--- src/sv/msbx_pkg.sv ---
package msbx_pkg;

  localparam int NumShares = 3;
  localparam int RingLen   = NumShares * NumShares;
  localparam int PoolBytes = 42;
  localparam int Latency   = 6;

  localparam logic [7:0] AffineConst = 8'h63;
  localparam logic [8:0] AesPoly     = 9'h11b;

  typedef struct packed {
    logic [7:0]  share_in_0;
    logic [7:0]  share_in_1;
    logic [7:0]  share_in_2;
    logic [55:0] random_bytes_0;
    logic [55:0] random_bytes_1;
    logic [55:0] random_bytes_2;
    logic [55:0] random_bytes_3;
    logic [55:0] random_bytes_4;
    logic [55:0] random_bytes_5;
  } sbx_in_t;

  typedef struct packed {
    logic [7:0] share_out_0;
    logic [7:0] share_out_1;
    logic [7:0] share_out_2;
  } sbx_out_t;

  typedef logic [NumShares-1:0][7:0] shares_t;
  typedef logic [RingLen-1:0][7:0]   ring_t;
  typedef logic [NumShares-1:0][7:0] refresh_t;
  typedef logic [PoolBytes-1:0][7:0] pool_t;

  // Shift-and-add product in GF(2^8), reduced by the AES polynomial.
  function automatic logic [7:0] gf_mul(input logic [7:0] a, input logic [7:0] b);
    logic [8:0] x;
    logic [7:0] acc;
    x   = {1'b0, a};
    acc = 8'h00;
    for (int i = 0; i < 8; i++) begin
      if (b[i]) begin
        acc = acc ^ x[7:0];
      end
      x = {x[7:0], 1'b0};
      if (x[8]) begin
        x = x ^ AesPoly;
      end
    end
    return acc;
  endfunction

  function automatic logic [7:0] gf_sq(input logic [7:0] a);
    return gf_mul(a, a);
  endfunction

  function automatic logic [7:0] affine(input logic [7:0] x);
    logic [7:0] r1, r2, r3, r4;
    r1 = {x[6:0], x[7]};
    r2 = {x[5:0], x[7:6]};
    r3 = {x[4:0], x[7:5]};
    r4 = {x[3:0], x[7:4]};
    return x ^ r1 ^ r2 ^ r3 ^ r4 ^ AffineConst;
  endfunction

  // Squaring is linear, so it is applied to each share on its own.
  function automatic shares_t sq_shares(input shares_t s);
    shares_t res;
    for (int i = 0; i < NumShares; i++) begin
      res[i] = gf_sq(s[i]);
    end
    return res;
  endfunction

  // Pairs (0,1), (0,2), (1,2) each take one random byte.
  function automatic shares_t refresh(input shares_t s, input refresh_t r);
    shares_t res;
    res[0] = s[0] ^ r[0] ^ r[1];
    res[1] = s[1] ^ r[0] ^ r[2];
    res[2] = s[2] ^ r[1] ^ r[2];
    return res;
  endfunction

  // Each partial product a[i]*b[j] is masked by two neighboring bytes of the ring.
  function automatic shares_t masked_mul(input shares_t a, input shares_t b, input ring_t r);
    shares_t res;
    int      k;
    int      kn;
    for (int i = 0; i < NumShares; i++) begin
      res[i] = 8'h00;
      for (int j = 0; j < NumShares; j++) begin
        k      = i * NumShares + j;
        kn     = (k == RingLen - 1) ? 0 : k + 1;
        res[i] = res[i] ^ gf_mul(a[i], b[j]) ^ r[k] ^ r[kn];
      end
    end
    return res;
  endfunction

  // Unmasked S-box through the same addition chain for x^254.
  function automatic logic [7:0] sbox(input logic [7:0] x);
    logic [7:0] x2, x3, x12, x15, x240, x252, x254;
    x2   = gf_sq(x);
    x3   = gf_mul(x2, x);
    x12  = gf_sq(gf_sq(x3));
    x15  = gf_mul(x12, x3);
    x240 = gf_sq(gf_sq(gf_sq(gf_sq(x15))));
    x252 = gf_mul(x240, x12);
    x254 = gf_mul(x252, x2);
    return affine(x254);
  endfunction

endpackage

--- src/sv/masked_aes_sbox_three_share.sv ---
// Channel   Ports                         Transaction
// --------  ----------------------------  -------------------------------------
// input     start, busy, in_data          start high and busy low at the edge
// result    out_valid, out_data           out_valid high for one cycle
//
// Six register stages, one per masked product or refresh step; a new byte
// may enter in every cycle.
// busy is always low, so the block never refuses a transaction.
// Synchronous active-low reset clears the stage valid bits only.
// The receiver cannot stall, so results are never held back.
module masked_aes_sbox_three_share (
  input  logic              clk,
  input  logic              rst_n,
  input  logic              start,
  output logic              busy,
  input  msbx_pkg::sbx_in_t in_data,
  output logic              out_valid,
  output msbx_pkg::sbx_out_t out_data
);
  import msbx_pkg::*;

  logic [Latency-1:0] vld_r, vld_nxt;

  pool_t   pool_in;
  shares_t x_in;

  shares_t x_s1_r, z_s1_r, z_s1_nxt;
  pool_t   pool_s1_r;
  shares_t u_s2_r, u_s2_nxt, z_s2_r;
  pool_t   pool_s2_r;
  shares_t u_s3_r, w_s3_r, w_s3_nxt, z_s3_r;
  pool_t   pool_s3_r;
  shares_t v_s4_r, v_s4_nxt, w_s4_r, z_s4_r;
  pool_t   pool_s4_r;
  shares_t m_s5_r, m_s5_nxt, z_s5_r;
  pool_t   pool_s5_r;
  shares_t y_s6_r, y_s6_nxt;
  shares_t prod_s6;

  assign busy = 1'b0;

  assign pool_in = {in_data.random_bytes_5, in_data.random_bytes_4, in_data.random_bytes_3,
                    in_data.random_bytes_2, in_data.random_bytes_1, in_data.random_bytes_0};
  assign x_in    = {in_data.share_in_2, in_data.share_in_1, in_data.share_in_0};

  always_comb begin
    vld_nxt  = {vld_r[Latency-2:0], start && !busy};
    z_s1_nxt = refresh(sq_shares(x_in), pool_in[2:0]);
    u_s2_nxt = masked_mul(z_s1_r, x_s1_r, pool_s1_r[11:3]);
    w_s3_nxt = refresh(sq_shares(sq_shares(u_s2_r)), pool_s2_r[14:12]);
    v_s4_nxt = sq_shares(sq_shares(sq_shares(sq_shares(
                 masked_mul(u_s3_r, w_s3_r, pool_s3_r[23:15])))));
    m_s5_nxt = masked_mul(v_s4_r, w_s4_r, pool_s4_r[32:24]);
    prod_s6  = masked_mul(m_s5_r, z_s5_r, pool_s5_r[41:33]);
    for (int i = 0; i < NumShares; i++) begin
      y_s6_nxt[i] = affine(prod_s6[i]);
    end
  end

  always_ff @(posedge clk) begin
    if (!rst_n) begin
      vld_r <= '0;
    end else begin
      vld_r <= vld_nxt;
    end
  end

  always_ff @(posedge clk) begin
    x_s1_r    <= x_in;
    z_s1_r    <= z_s1_nxt;
    pool_s1_r <= pool_in;

    u_s2_r    <= u_s2_nxt;
    z_s2_r    <= z_s1_r;
    pool_s2_r <= pool_s1_r;

    u_s3_r    <= u_s2_r;
    w_s3_r    <= w_s3_nxt;
    z_s3_r    <= z_s2_r;
    pool_s3_r <= pool_s2_r;

    v_s4_r    <= v_s4_nxt;
    w_s4_r    <= w_s3_r;
    z_s4_r    <= z_s3_r;
    pool_s4_r <= pool_s3_r;

    m_s5_r    <= m_s5_nxt;
    z_s5_r    <= z_s4_r;
    pool_s5_r <= pool_s4_r;

    y_s6_r    <= y_s6_nxt;
  end

  assign out_valid            = vld_r[Latency-1];
  assign out_data.share_out_0 = y_s6_r[0];
  assign out_data.share_out_1 = y_s6_r[1];
  assign out_data.share_out_2 = y_s6_r[2];

endmodule

--- config.mk ---
export PLATFORM = sky130hd
export DESIGN_NAME = masked_aes_sbox_three_share
export DESIGN_NICKNAME = d
export VERILOG_FILES = /design/src/sv/msbx_pkg.sv /design/src/sv/masked_aes_sbox_three_share.sv
export SDC_FILE = /design/constraint.sdc
export NUM_CORES = 2
export LEC_CHECK = 0
export BUFFER_PORTS_ARGS = -buffer_cell sky130_fd_sc_hd__buf_2
export CORE_MARGIN = 3
export CORE_UTILIZATION = 63
export CTS_CLUSTER_DIAMETER = 120
export DETAILED_ROUTE_END_ITERATION = 10
export PLACE_DENSITY = 0.88
export SLEW_MARGIN = 20
export SYNTH_ARGS = -nofsm -noshare
export SYNTH_HDL_FRONTEND = slang
export SYNTH_SLANG_ARGS = --single-unit
--- constraint.sdc ---
create_clock -name clk -period 15.2 [get_ports clk]
set_clock_uncertainty 0.2 [all_clocks]
set_input_delay 0.76 -clock clk [delete_from_list [all_inputs] [get_ports clk]]
set_output_delay 0.76 -clock clk [all_outputs]
set_load 0.005 [all_outputs]
==> impl_metrics.env <==
export IMPL_synth_edf_count=0
export IMPL_syn_num_nets=5855
export IMPL_finalWorstSetupSlack_ns=4.85
export IMPL_wl_um=119000
export IMPL_holdCritPathClass="input pin to flop"
export IMPL_num_vias=37300
export IMPL_cts_sinks=678
export IMPL_clock_path_buffers=3
export IMPL_post_cts_buffers=0
export IMPL_worst_ep_arrival_time_ns=10.65
export IMPL_final_hold_violation_count=0
export IMPL_synth_area_um2=47600
export IMPL_cts_clk_slew_worst_paths_ns=0.06
export IMPL_dp_hpwl_um=86100
export IMPL_grt_pass1_vias=35500
export IMPL_cp_depth=27
export IMPL_grt_pass1_wl_um=185000
export IMPL_worstSetupStartpoint="w_s3_r[17]$_DFF_P_"
export IMPL_clk_latency_ns=0.63
export IMPL_cts_root_buffer="clkbuf_16"
export IMPL_cp_required_ns=15.50
export IMPL_path_buf_inv=3
export IMPL_slowest_stage="xor3_1"
export IMPL_synth_warning_count=0
export IMPL_cts_tree="built"
export IMPL_rrSetupSlack_ns=4.85
export IMPL_synth_ff_type="dfxtp_1"
export IMPL_placed_area_um2=48800
export IMPL_ys_ff_latch=678
export IMPL_cp_top_family="XOR/XNOR gates"
export IMPL_slew_viol_final=0
export IMPL_cts_hold_fix_buffers=0
export IMPL_status="complete, no violations"
export IMPL_setup_tns_ns=0
export IMPL_fin_area_um2=51100
export IMPL_layout_nets=5843
export IMPL_maxCapViolCount=0
export IMPL_stdcell_count=6476
export IMPL_first_iter_violations=3623
export IMPL_finalCritPeriodShare_pct=68.1
export IMPL_yosysSeqAreaShare_pct=28.5
export IMPL_synthToLayoutAreaGrowth_pct=7.47
export IMPL_die_area_um2=78900
export IMPL_die_w_um=281
export IMPL_start_util_pct=63.8
export IMPL_io_buffers=195
export IMPL_setup_viol=0
export IMPL_wl_per_cell_um=18.4
export IMPL_core_area_um2=74600
export IMPL_synth_async_reset_ratio_pct=0
export IMPL_regToRegStartpoint="w_s3_r[17]$_DFF_P_"
export IMPL_layout_drive_gt1_share_pct=8.50
export IMPL_fp_dieH_um=281
export IMPL_r2r_end="v_s4_r[12]$_DFF_P_"
export IMPL_dpl_worst_slack_ns=4.59
export IMPL_antenna_found_initial=1
export IMPL_grt_usage_pct=29.0
export IMPL_drc=0
export IMPL_htree_levels=3
export IMPL_dp_cells=6357
export IMPL_max_stage_delay_ns=0.88
export IMPL_pin_count=389
export IMPL_final_common_cell="xnor2_1"
export IMPL_min_period_ns=10.35
export IMPL_cp_end_kind="flop"
export IMPL_first_pass_iters=6
export IMPL_endpoint="v_s4_r[12]$_DFF_P_"
export IMPL_reg2reg_depth=27
export IMPL_worst_pin_slew_ns=1.20
export IMPL_final_cell_mix="xnor2_1 (1473), dfxtp_1 (678), nand2_1 (593), nor2_1 (543), xor2_1 (502)"
export IMPL_path_max_fanout=19
export IMPL_max_slew_margin_pct=19.3
export IMPL_syn_avg_cell_area_um2=8.70
export IMPL_ys_types=90
export IMPL_overflow=0
export IMPL_post_cts_resized=0
export IMPL_critical_path_startpoint_type="flop"
export IMPL_numCtsBuffers=69
export IMPL_grt_start_max_net_pins=28
export IMPL_antenna_left=0
export IMPL_grt_setup_unrepaired="false"
export IMPL_rows=100
export IMPL_critical_path_class="flop to flop"
export IMPL_diodes=0
export IMPL_gp_congestion=1.02
export IMPL_timing_fmax_ghz=0.0966
export IMPL_synthCells=5471
export IMPL_via_per_inst=5.77
-- cells in the mapped netlist (22+ instances only) --
| master | n | area (µm²) |
|---|---|---|
| xor2_1 | 506 | 4430 |
| xnor2_1 | 1482 | 13000 |
| buf_2 | 67 | 335 |
| nand3_1 | 67 | 335 |
| nand2_1 | 593 | 2230 |
| a21oi_1 | 180 | 901 |
| buf_1 | 27 | 101 |
| dfxtp_1 | 678 | 13600 |
| inv_1 | 75 | 282 |
| a211oi_1 | 29 | 218 |
| o221ai_1 | 22 | 193 |
| nand2b_1 | 35 | 219 |
| o21ai_0 | 148 | 741 |
| a22oi_1 | 61 | 458 |
| clkbuf_1 | 217 | 815 |
| nor2b_1 | 56 | 350 |
| mux2i_1 | 95 | 951 |
| nor3_1 | 46 | 230 |
| o22ai_1 | 49 | 307 |
| xnor3_1 | 81 | 1820 |
| nor2_1 | 543 | 2040 |
| o211ai_1 | 36 | 270 |
| and2_1 | 22 | 138 |
-- registers in the layout, summed over array words and instances, names as in the netlist, 24 cells and up --
name / flops
pool_s1_r: 120
pool_s2_r: 96
pool_s3_r: 72
pool_s4_r: 48
m_s5_r: 24
out_data: 24
pool_s5_r: 24
u_s2_r: 24
u_s3_r: 24
v_s4_r: 24
w_s3_r: 24
w_s4_r: 24
x_s1_r: 24
z_s1_r: 24
z_s2_r: 24
z_s3_r: 24
z_s4_r: 24
z_s5_r: 24
-- worst min path at each step --
stage / from / end / slack [ns] / cells after the start
final: in_data[328] / pool_s1_r[48]$_DFF_P_ / 0.03 / 1
after global routing: in_data[240] / pool_s1_r[72]$_DFF_P_ / 0.02 / 1
after CTS: in_data[73] / pool_s1_r[241]$_DFF_P_ / 0.005 / 1
after detailed placement: pool_s1_r[199]$_DFF_P_ / pool_s2_r[199]$_DFF_P_ / 0.11 / 0
after global placement: pool_s1_r[270]$_DFF_P_ / pool_s2_r[270]$_DFF_P_ / 0.11 / 0
after floorplan: pool_s1_r[100]$_DFF_P_ / pool_s2_r[100]$_DFF_P_ / 0.11 / 0
-- metal layers --
layer | global-route usage, % | up-vias | part of all wire (%)
li1 | - | 17700 | -
met1 | 36.8 | 17400 | 39
met2 | 47.8 | 1865 | 46
met3 | 4.61 | 425 | 9.1
met4 | 15.2 | 0 | 5.4
met5 | 0 | - | 0
-- through the flow --
stage	utilization [%]	hold WS (ns)
after floorplan	-	0.110
after global placement	65.4	0.110
after detailed placement	65.4	0.112
after CTS	68.5	0.00524
after global routing	68.6	0.0176
final	68.6	0.0342
-- kinds of logic (layout without fill, tap and decap cells) --
logic type / Yosys count / in the layout / share of synthesized area (%)
xor+xnor: 2123 / 2123 / 42.7
simple gates: 1429 / 1429 / 12.7
compound gates: 692 / 692 / 9.42
flops: 678 / 678 / 28.5
buf+inv: 413 / 449 / 3.62
mux: 114 / 114 / 2.47
fa+ha+maj: 21 / 21 / 0.552
other cells: 1 / 1 / 0.00788
-- area by class of cell --
cell class	count	area (µm²)
tap	969	1210
clock buffer	86	1910
sequential	678	13600
fill	5629	23400
timing repair buffer	247	1370
inverter	83	312
clock inverter	33	375
multi-input combinational	4380	32400
Power is not shown: default switching activity piles up to over one toggle a cycle in this logic, so the estimate is an artifact.
